### config.mk
export PLATFORM = sky130hd
export DESIGN_NAME = cafd_cell
export DESIGN_NICKNAME = d
export VERILOG_FILES = /design/src/rtl/cafd_pkg.sv /design/src/rtl/cafd_cell.sv
export SDC_FILE = /design/constraint.sdc
export NUM_CORES = 1
export LEC_CHECK = 0
export ABC_AREA = 1
export BUFFER_PORTS_ARGS = -buffer_cell sky130_fd_sc_hd__buf_2
export CORE_MARGIN = 3
export CORE_UTILIZATION = 36
export CTS_BUF_LIST = sky130_fd_sc_hd__clkbuf_16
export DETAILED_ROUTE_END_ITERATION = 8
export PLACE_DENSITY = 0.72
export RECOVER_POWER = 25
export SLEW_MARGIN = 25
export SYNTH_ARGS = -nofsm -noshare
export SYNTH_HDL_FRONTEND = slang
export SYNTH_SLANG_ARGS = --single-unit
### constraint.sdc
create_clock -name clk -period 0.96 [get_ports clk]
set_clock_uncertainty 0.05 [all_clocks]
set_input_delay 0.096 -clock clk [delete_from_list [all_inputs] [get_ports clk]]
set_output_delay 0.096 -clock clk [all_outputs]
set_load 0.01 [all_outputs]
### src/rtl/cafd_pkg.sv
// Shared types and constants of the 1-D cell-averaging CFAR detector.
package cafd_pkg;

  // Fixed widths of the beat fields and configuration registers
  localparam int IN_SAMPLE_W = 32;
  localparam int CFG_INDEX_W = 3;
  localparam int CFG_DATA_W  = 8;
  localparam int CNT_CFG_W   = 6;
  // Training cell count tl + tr fits here (at most 126)
  localparam int TRAIN_W     = CNT_CFG_W + 1;
  // Window geometry (sizes and positions up to 253)
  localparam int GEO_W       = CNT_CFG_W + 3;

  // Register indices
  localparam logic [CFG_INDEX_W-1:0] REG_SCALE_FACTOR = 3'd0;
  localparam logic [CFG_INDEX_W-1:0] REG_TRAIN_LEFT   = 3'd1;
  localparam logic [CFG_INDEX_W-1:0] REG_TRAIN_RIGHT  = 3'd2;
  localparam logic [CFG_INDEX_W-1:0] REG_GUARD_LEFT   = 3'd3;
  localparam logic [CFG_INDEX_W-1:0] REG_GUARD_RIGHT  = 3'd4;

  // Request types
  localparam logic REQ_SAMPLE  = 1'b0;
  localparam logic REQ_RESTART = 1'b1;

  typedef struct packed {
    logic                   req_type;
    logic [IN_SAMPLE_W-1:0] sample_value;
  } in_item_t;

  typedef struct packed {
    logic detection;
    logic window_invalid;
  } out_item_t;

  // Control broadcast to every window cell
  typedef struct packed {
    logic clear;
    logic shift;
    logic rotate;
  } cell_ctl_t;

endpackage

### src/rtl/cafd_cell.sv
// One window cell: holds a sample, loads from its neighbour on shift or rotate.
module cafd_cell import cafd_pkg::*; #(
  parameter int SAMPLE_BITS = 32
) (
  input  logic                   clk,
  input  logic                   rst,
  input  cell_ctl_t              ctl,
  input  logic [SAMPLE_BITS-1:0] din,
  output logic [SAMPLE_BITS-1:0] value
);

  // Clear wins, otherwise take the neighbour's value when the chain moves
  always_ff @(posedge clk) begin
    if (rst || ctl.clear) begin
      value <= '0;
    end else if (ctl.shift || ctl.rotate) begin
      value <= din;
    end
  end

endmodule

## After elaboration in Yosys (flattened, before gate mapping)

Cells that the tools add are included.
Widths: inputs -> output; s select.

| storage, ports and cells | value |
|---|---|
| register bits | 32 |
| input port bits | 37 |
| output and inout bits | 32 |
| word-level logic and storage cells | 3 |

| cells by class | value |
|---|---|
| reduce and logical (&&, ||, !) cells | 2 |

Operators with widths:

| cell | number |
|---|---|
| $logic_or 1x1->1 | 2 |

## Logic depth before layout (Yosys ltp)

| logic depth | value |
|---|---|
| word-level depth | 1 |
| depth in mapped cells | 5 |
| depth with buffers taken out | 4 |

## Worst setup path before layout

OpenSTA, ideal clock, no wires.

| timing path | value |
|---|---|
| kind | input to register |
| start | in ctl[0] (netlist name) |
| end | reg value[10] |
| library setup time | 113 ps |
| data arrival time | 633 ps |
| data required time | 797 ps |
| setup slack | 164 ps |
| stages on the path | 5 |
| path buffers | 1 |
| cell sequence | nor2_4 -> buf_4 -> nand2_1 -> nand2_1 -> nor2_1 |

| between the ends | value |
|---|---|
| cells in the longest elaborated chain, start to end | 1 |

RTL lines:

| element | RTL line | source |
|---|---|---|
| start: declaration | cafd_cell.sv:7 | `input cell_ctl_t ctl,` |
| $logic_or 1x1->1 | cafd_cell.sv:16 | `end else if (ctl.shift \|\| ctl.rotate) begin` |
| end signal: assignment | cafd_cell.sv:17 | `value <= din;` |
| end: declaration | cafd_cell.sv:9 | `output logic [SAMPLE_BITS-1:0] value` |

No other way between the ends.
A chain may end at the register's enable or synchronous reset.

## Worst setup path after layout

| timing path | value |
|---|---|
| start | reg value[5] |
| end | out value[5] |

No word-level cell between the ends.

==> impl_metrics.env <==
export IMPL_finalHoldViolCount=0
export IMPL_regToRegEndpoint="value[5]$_SDFFE_PP0P_"
export IMPL_vias_per_cell=3.973
export IMPL_syn_num_nets=240
export IMPL_cts_root_buffer="clkbuf_16"
export IMPL_timing_worst_setup_path_type="register to output pin"
export IMPL_ir_worst_vdd_mv=1.083
export IMPL_rsz0062_at_grt="no"
export IMPL_place_gp_congestion=0.6820
export IMPL_r2r_slack_ns=0.27
export IMPL_layout_common_cells="buf_2 (67), nor2_1 (64), nand2_1 (64), inv_1 (34), dfxtp_1 (32)"
export IMPL_area_growth_pct=46.87
export IMPL_place_ws_ns=0.0004298
export IMPL_synth_seq_cells=32
export IMPL_cp_startpoint="value[5]$_SDFFE_PP0P_"
export IMPL_drv_cap=0
export IMPL_grt_pass1_vias=1224
export IMPL_clkPwrFrac_pct=43.3
export IMPL_syn_avg_cell_area_um2=6.589
export IMPL_h_tree_depth=2
export IMPL_die_area_um2=4483
export IMPL_yosysSeqAreaShare_pct=47.90
export IMPL_critPathMaxStageDelay_ns=0.34
export IMPL_slowest_stage="dfxtp_1"
export IMPL_antenna_found_initial=0
export IMPL_first_iter_violations=55
export IMPL_finalNetCount=322
export IMPL_crit_path_max_fanout=2
export IMPL_cp_arrival_ns=0.75
export IMPL_hpwl_um=2043
export IMPL_place_area_um2=1712
export IMPL_grt_max_degree=38
export IMPL_relSlewSlack_pct=79.71
export IMPL_drtAntennaViolNets=0
export IMPL_power_internal_mw=2.541
export IMPL_fmax_ghz=1.114
export IMPL_yosysTopAreaCell="dfxtp_1"
export IMPL_cts_hold_buf=11
export IMPL_path_clk_slew_ns=0.05
export IMPL_grt_ovfl_total=0
export IMPL_crit_chain="buf_2"
export IMPL_cpLargestDelayFamily="flip-flops"
export IMPL_netlist_area_um2=1338
export IMPL_die_w_um=66.96
export IMPL_initial_core_util_pct=38.56
export IMPL_cp_end_kind="output pin"
export IMPL_path_depth=1
export IMPL_finalSetupViolCount=0
export IMPL_route_detailed_wl_per_inst_um=9.163
export IMPL_cp_num_buf_inv=1
export IMPL_core_um2=3468
export IMPL_swShare_pct=22.97
export IMPL_track_usage_pct=15.21
export IMPL_final_common_cell="buf_2"
export IMPL_finalMaxSlewViolations=0
export IMPL_final_cells=332
export IMPL_cp_start_kind="register"
export IMPL_largest_register="value"
export IMPL_endpoint="value[5]"
export IMPL_design_area_um2=1964
export IMPL_finalCriticalPeriod_ns=0.8977
export IMPL_cts_resized=0
export IMPL_cts_sinks=32
export IMPL_hold_path_class="input pin to register"
export IMPL_synth_area_top_cells="dfxtp_1 (48%), nand2_1 (18%), nor2_1 (18%)"
export IMPL_clock_latency_ns=0.27
export IMPL_syn_instance_count=203
export IMPL_n_antenna_cell=0
export IMPL_yosysUniqueCellTypes=9
export IMPL_top_regs="value: 32 flops"
export IMPL_routed_wl_um=3042
export IMPL_tightestPinTransition_ns=0.3043
export IMPL_p_comb_share_pct=13.4
export IMPL_dp_cells=312
export IMPL_status="finished, final reports clean"
export IMPL_grt_pass1_wl_um=5119
export IMPL_post_cts_buffers=0
export IMPL_fp_dieH_um=66.96
export IMPL_numCtsBuffers=5
export IMPL_vias=1319
export IMPL_ff2ff_path_depth=4
export IMPL_power_mw=3.299
export IMPL_io_pins=69
export IMPL_setup_tns_ns=0
export IMPL_r2r_start="value[5]$_SDFFE_PP0P_"
export IMPL_power_switching_uw=757.6
export IMPL_power_leakage_nw=1.025
export IMPL_cts_tree="done"
export IMPL_drive_above_1_share_pct=27.27
export IMPL_clock_path_buffers=2
export IMPL_rows=21
export IMPL_first_pass_iters=3
export IMPL_p_per_area_nw_per_um2=1679
export IMPL_fin_ws_ns=0.06230
export IMPL_synth_warnings=0
export IMPL_drc_errors=0
export IMPL_fin_crit_sh_pct=93.51
export IMPL_portBuffers=68
export IMPL_critical_path_required_ns=0.81
export IMPL_largest_reg_flops=32
export IMPL_synth_top_area_share_pct=47.90
export IMPL_seqPwrFrac_pct=43.2
layer usage:
metal | wire length [um] | part of all wire [%] | global-route usage (%)
met1 | 1299 | 43 | 15.54
met2 | 1442 | 47 | 26.61
met3 | 258 | 8.5 | 6.071
met4 | 42 | 1.4 | 7.595
met5 | 0 | 0 | 0
worst min path at each step:
stage | from | end | cells after the start | slack [ns]
final | din[28] | value[28]$_SDFFE_PP0P_ | 3 | 0.0008
after detailed placement | din[25] | value[25]$_SDFFE_PP0P_ | 3 | 0.27
after CTS | din[6] | value[6]$_SDFFE_PP0P_ | 3 | 0.0008
after global routing | din[29] | value[29]$_SDFFE_PP0P_ | 3 | 0.001
after global placement | din[7] | value[7]$_SDFFE_PP0P_ | 3 | 0.27
after floorplan | din[0] | value[0]$_SDFFE_PP0P_ | 2 | 0.18
synthesized netlist by cell type:
| cell type | count |
|---|---|
| buf_2 | 3 |
| buf_4 | 1 |
| buf_6 | 5 |
| dfxtp_1 | 32 |
| inv_1 | 32 |
| nand2_1 | 64 |
| nor2_1 | 64 |
| nor2_2 | 1 |
| nor2_4 | 1 |
cell families after synthesis:
group                  count (synthesis)  synth area share (%)
and+or+nand+nor                      130                 37.23
buffers and inverters                 41                 14.87
DFF                                   32                 47.89
worst register-to-register path: stages, from the launching register on:
cell and delay, ns:
dfxtp_1 0.34, inv_1 0.05, nand2_1 0.05, nand2_1 0.04, nor2_1 0.09
stage by stage:
| stage | hold slack [ns] | util (%) |
|---|---|---|
| 6_report | 0.0007654 | 56.64 |
| 3_3_place_gp | 0.2668 | 49.35 |
| 4_1_cts | 0.0007840 | 56.46 |
| 3_5_place_dp | 0.2717 | 49.35 |
| 2_1_floorplan | 0.1809 | - |
| 5_1_grt | 0.001456 | 56.64 |
final cells by class:
type                       instances  area (um2)
sequential                        32       640.6
inverter                          32       120.1
timing repair buffer              84       511.7
clock buffer                       5       125.1
clock inverter                     3       11.26
multi-input combinational        130       498.0
tap                               46       57.56
fill                             366        1504
power by group through the flow:
stage / clock network [mW] / logic [mW] / registers (mW)
after floorplan: 0 / 0.209 / 1.49
after global placement: 0 / 0.404 / 1.45
after detailed placement: 0 / 0.409 / 1.45
after CTS: 1.47 / 0.447 / 1.43
after global routing: 1.55 / 0.507 / 1.43
final: 1.43 / 0.443 / 1.43
No activity file was read; power rests on OpenSTA's default activity.
