`config.mk`:
```
export PLATFORM = sky130hd
export DESIGN_NAME = cafd_div
export DESIGN_NICKNAME = d
export VERILOG_FILES = /design/src/rtl/cafd_div.sv
export SDC_FILE = /design/constraint.sdc
export NUM_CORES = 1
export LEC_CHECK = 0
export BUFFER_PORTS_ARGS = -buffer_cell sky130_fd_sc_hd__buf_4
export CORE_UTILIZATION = 52
export CTS_CLUSTER_DIAMETER = 40
export DETAILED_ROUTE_END_ITERATION = 10
export GPL_TIMING_DRIVEN = 0
export PLACE_DENSITY = 0.82
export REMOVE_ABC_BUFFERS = 1
export SLEW_MARGIN = 10
export SYNTH_ARGS = -nofsm -noshare
export SYNTH_HDL_FRONTEND = slang
export SYNTH_SLANG_ARGS = --single-unit
```
`constraint.sdc`:
```
create_clock -name clk -period 3.1 [get_ports clk]
set_input_delay 0.31 -clock clk [delete_from_list [all_inputs] [get_ports clk]]
set_output_delay 0.31 -clock clk [all_outputs]
set_load 0.01 [all_outputs]
```
`src/rtl/cafd_div.sv`:
```
// Restoring divider, one quotient bit per cycle; a zero divisor gives zero.
module cafd_div #(
  parameter int DVD_W = 39,
  parameter int DVS_W = 7
) (
  input  logic             clk,
  input  logic             rst,
  input  logic             start,
  input  logic [DVD_W-1:0] dividend,
  input  logic [DVS_W-1:0] divisor,
  output logic             done,
  output logic [DVD_W-1:0] quotient
);

  localparam int CNT_W = $clog2(DVD_W + 1);

  logic             busy;
  logic [CNT_W-1:0] cnt;
  logic [DVS_W-1:0] dvs;
  logic [DVS_W-1:0] rem;
  logic [DVD_W-1:0] quo;
  logic [DVS_W:0]   trial;
  logic [DVS_W:0]   diff;
  logic             fits;

  // Trial subtract of the divisor from the shifted remainder
  always_comb begin
    trial = {rem, quo[DVD_W-1]};
    diff  = trial - {1'b0, dvs};
    fits  = trial >= {1'b0, dvs};
  end

  // Control
  always_ff @(posedge clk) begin
    if (rst) begin
      busy <= 1'b0;
      done <= 1'b0;
      cnt  <= '0;
    end else begin
      done <= 1'b0;
      if (start) begin
        busy <= 1'b1;
        cnt  <= CNT_W'(DVD_W);
      end else if (busy) begin
        cnt <= cnt - CNT_W'(1);
        if (cnt == CNT_W'(1)) begin
          busy <= 1'b0;
          done <= 1'b1;
        end
      end
    end
  end

  // Datapath: dividend bits shift out as quotient bits shift in
  always_ff @(posedge clk) begin
    if (start) begin
      dvs <= divisor;
      rem <= '0;
      quo <= dividend;
    end else if (busy) begin
      rem <= fits ? diff[DVS_W-1:0] : trial[DVS_W-1:0];
      quo <= {quo[DVD_W-2:0], fits};
    end
  end

  assign quotient = (dvs == '0) ? '0 : quo;

endmodule

```
Word level (Yosys, flattened, before mapping)
Cells that the tools add are included.
Word-level totals
  word-level logic and storage cells: 26
  register bits: 61
  output and inout port bits: 40
Operators by class
  bitwise operators: 1
  $lt $le $gt $ge: 1
  eq/ne operators: 1
  muxes and demuxes: 10
  reductions and logical operators: 4
  $add $sub $neg: 2
Operators by type and width (count)
  two-way mux 39 bit: 3
  two-way mux 6 bit: 2
  greater-or-equal comparator 8 x 7 -> 1 bit: 1
  zero test 7 bit: 1
  two-way mux 7 bit: 1
  subtractor 7 bit: 1
  equality test 6 x 1 -> 1 bit (second input constant): 1
  subtractor 6 x 1 -> 6 bit (second input constant): 1
  two-way mux 1 bit: 4
  OR reduction 3 bit: 1
  nonzero test 2 bit: 1
  OR reduction 2 bit: 1
  inverter 1 bit: 1

Logic depth before layout (Yosys ltp)
  depth after elaboration: 4
  gate-level depth with buffers: 9
  gate-level depth less buffers: 7

Worst setup path after synthesis
Ideal clock, no wire load.
  path kind: input -> register
  start point: input port start
  end point: register quo[0], enable pin
  stages: 4
  arrival time: 1792 ps
  required time: 2703 ps
  slack: 911 ps
  path through: clkbuf_1 -> inv_1 -> clkbuf_1 -> nand2_1
On the way
  cells in the longest elaborated chain, start to end: 1
RTL lines
  start: declaration: line 8  | input logic start,
  nonzero test 2 bit (no line)
  end signal: assignment: line 59  | quo <= dividend;
  end signal: assignment: line 62  | quo <= {quo[DVD_W-2:0], fits};
  end: declaration: line 21  | logic [DVD_W-1:0] quo;
No other way between the ends.
A chain may end at the register's enable or synchronous reset.

Worst setup path after layout
  start point: register dvs[1]
  end point: output port quotient[26]
On the way
  cells in the longest elaborated chain, start to end: 2
RTL lines
  start: declaration: line 19  | logic [DVS_W-1:0] dvs;
  start signal: assignment: line 57  | dvs <= divisor;
  zero test 7 bit: line 66  | assign quotient = (dvs == '0) ? '0 : quo;
  two-way mux 39 bit: line 66
  end: declaration: line 12  | output logic [DVD_W-1:0] quotient
No other way between the ends.

==> impl_metrics.py <==
metrics = {
    "status": {
        "status": "complete, no violations",
    },
    "route": {
        "drt-met1-wl_um": 2960,
        "route.top_layer_used": "met4",
        "dr_wl_met2_um": 3380,
        "met3_length_um": 558,
        "vias": 2370,
        "routed_wl_um": 6990,
        "drtAntennaViolNets": 0,
        "drt_iter0_drc": 94,
        "dr.pass1.iters": 4,
        "drc": 0,
        "vias_per_cell": 5.45,
        "routedWlPerCell_um": 16.1,
    },
    "critical_path": {
        "crit_slowest_cell": "edfxtp_1",
        "path_cells": "nor4_1 > nand2_2 > and2_1 > buf_4",
        "cp.arrival_ns": 2.15,
        "r2r_start": "dvs[0]$_DFFE_PP_",
        "crit_path_start": "dvs[1]$_DFFE_PP_",
        "critPathMaxStageDelay_ns": 0.45,
        "cp-start-kind": "register",
        "reg2reg_slack_ns": 0.73,
        "required_ns": 2.79,
        "end_kind": "primary output",
        "critical_path_class": "register to primary output",
        "worstPathMaxFanout": 38,
    },
    "logic_synthesis": {
        "ys_types": 46,
        "synthXorXnorAreaFrac_pct": 2.17,
        "synth-seq-cells": 61,
        "synth_compound_area_share_pct": 8.78,
        "yosys_most_used_dff": "edfxtp_1",
        "synth_top_family_by_area": "simple AND/OR/NAND/NOR gates",
        "synth_warnings": 0,
        "synthCells": 271,
        "synthSimpleGateAreaFrac_pct": 15.8,
        "syn_area_um2": 3240,
        "muxShareOfSynthArea_pct": 13.2,
        "synth_edf_count": 46,
        "async_reset_ff_share_pct": 0,
        "syn_area_per_cell_um2": 11.9,
        "synth_fa_ha_area_share_pct": 4.10,
        "yosysSeqAreaShare_pct": 52.0,
    },
    "clocking": {
        "cts_htree_levels": 3,
        "clk_pin_slew_ns": 0.06,
        "post_cts_buffers": 0,
        "cts-root-buf": "clkbuf_8",
        "cts_tree": "done",
        "cts_sinks": 61,
        "cts_buffer_depth": 2,
        "numCtsBuffers": 9,
        "clk_latency_ns": 0.33,
    },
    "floorplan": {
        "die_h_um": 80.9,
        "fp.dieArea_um2": 6540,
        "die_x_um": 80.9,
        "ios": 89,
        "rows": 28,
        "coreArea_um2": 5960,
        "start_util_pct": 54.3,
    },
    "sta": {
        "fmax_mhz": 406,
        "hold_viol_final": 0,
        "min_period_over_period_pct": 79.4,
        "setup_violations": 0,
        "rsz0062_at_grt": "false",
        "tightestPinTransition_ns": 0.697,
        "fin_crit_ns": 2.46,
        "drv_slew": 0,
        "skew_ns": 0.00411,
        "max_slew_margin_pct": 53.5,
        "final.setup.tns_ns": 0,
    },
    "finish": {
        "layout_commonest_cell": "buf_4",
        "layout.cells.non_filler": 435,
        "drive_gt1_share_pct": 40.6,
        "antenna_cells": 0,
        "syn_to_final_growth_pct": 26.5,
        "postLayoutCellArea_um2": 4090,
        "final_cell_mix": "buf_4, edfxtp_1, mux2_2, and2_1, dfxtp_1",
        "final_nets": 414,
    },
    "flow_run": {
        "drv_cap": 0,
    },
    "global_route": {
        "grt-ovfl-total": 0,
        "grt_max_degree": 53,
        "grt_pass1_wl_um": 11600,
        "grtUsageTotal_pct": 23.8,
        "antenna_found_initial": 0,
        "grt_pass1_vias": 2439,
    },
    "power": {
        "leakage_nw": 1.69,
        "irDropWorstVdd_uv": 461,
        "power_w": 0.00203,
        "power_density_nw_per_um2": 495,
    },
    "placed_design": {
        "placed_cells": 419,
        "hpwl_um": 4930,
        "dpl-instance-area_um2": 3940,
        "port_buffers": 88,
        "place_congestion": 0.847,
    },
    "hold_path": {
        "hold_start": "divisor[1]",
        "hold_class": "input port to register",
    },
}
[flip-flops by register name (all words and copies together), names as in the netlist]
signal	cells
cnt	6
rem	7
done	1
quo	39
dvs	7
busy	1
[path summary, 6_finish.rpt]
path | to | cells past startpoint
max | quotient[26] | 4
min | dvs[1]$_DFFE_PP_ | 1
max reg2reg | rem[4]$_SDFFE_PP0P_ | 6
min reg2reg | rem[2]$_SDFFE_PP0P_ | 2
[kinds of logic after synthesis]
logic type / after synthesis
flip-flops: 61
multiplexers: 38
AND/OR/NAND/NOR: 86
XOR/XNOR: 8
AO/OA/AOI/OAI: 38
adder cells (fa/ha/maj): 10
buffers and inverters: 30
[what timing repair did]
action	CTS	global route
endpoints found under the setup margin	0	38
hold buffers	0	0
gates resized for setup	0	1
[worst max-delay path: cells and delay by family (launching register included)]
kind | cells | cell delay, ns
flops | 1 | 0.45
simple gates | 3 | 1.23
buf+inv | 1 | 0.14
[report_power, final]
group,switching (W),total [W],internal [W]
combinational,0.000192,0.000429,0.000236
clock,0.000289,0.000578,0.000289
sequential,0.0000470,0.00102,0.000972
[Yosys cell counts, drive strengths merged, types with 2 or more instances]
library cell / instances / area share (%)
ha: 9 / 3.5
nor3: 5 / 0.77
nor2b: 2 / 0.39
dfxtp: 15 / 9.3
nand3: 2 / 0.31
nand2b: 3 / 0.58
a211oi: 3 / 0.85
o21ai: 7 / 1.1
edfxtp: 46 / 43
nand4: 2 / 0.39
a311oi: 3 / 1.2
or2: 2 / 0.39
inv: 14 / 1.6
clkbuf: 13 / 1.5
nand2: 8 / 0.93
o31ai: 2 / 0.46
nand3b: 2 / 0.46
and3: 9 / 1.7
xor2: 2 / 0.54
mux2: 38 / 13
xnor2: 6 / 1.6
nor3b: 3 / 0.70
a41oi: 4 / 1.1
a21oi: 8 / 1.2
buf: 3 / 0.81
nor2: 5 / 0.58
nor4: 2 / 0.39
a21o: 2 / 0.46
nor4b: 2 / 0.54
and2: 38 / 7.3
[stage by stage]
| step | hold slack, ns | util [%] | setup slack [ns] |
|---|---|---|---|
| 2_1_floorplan | 0.379 | - | 0.985 |
| 3_3_place_gp | 0.490 | 65.7 | 0.0784 |
| 3_5_place_dp | 0.490 | 66.1 | 0.677 |
| 4_1_cts | 0.138 | 68.7 | 0.319 |
| 5_1_grt | 0.133 | 68.7 | 0.302 |
| 6_report | 0.151 | 68.7 | 0.638 |
[layout make-up]
| class | instances | area, um^2 |
|---|---|---|
| well taps | 75 | 93.8 |
| flip-flops and latches | 61 | 1680 |
| repair buffers | 89 | 681 |
| clock buffers | 14 | 143 |
| fillers | 428 | 1860 |
| multi-input cells | 180 | 1430 |
| clock inverters | 2 | 10.0 |
| inverters | 14 | 52.6 |
[metal layers]
metal	track usage (%)	vias to the layer above
li1	-	1156
met4	8.75	0
met2	36.8	77
met1	29.7	1128
met3	9.78	9
met5	0	-
No activity file was read; power rests on OpenSTA's default activity.
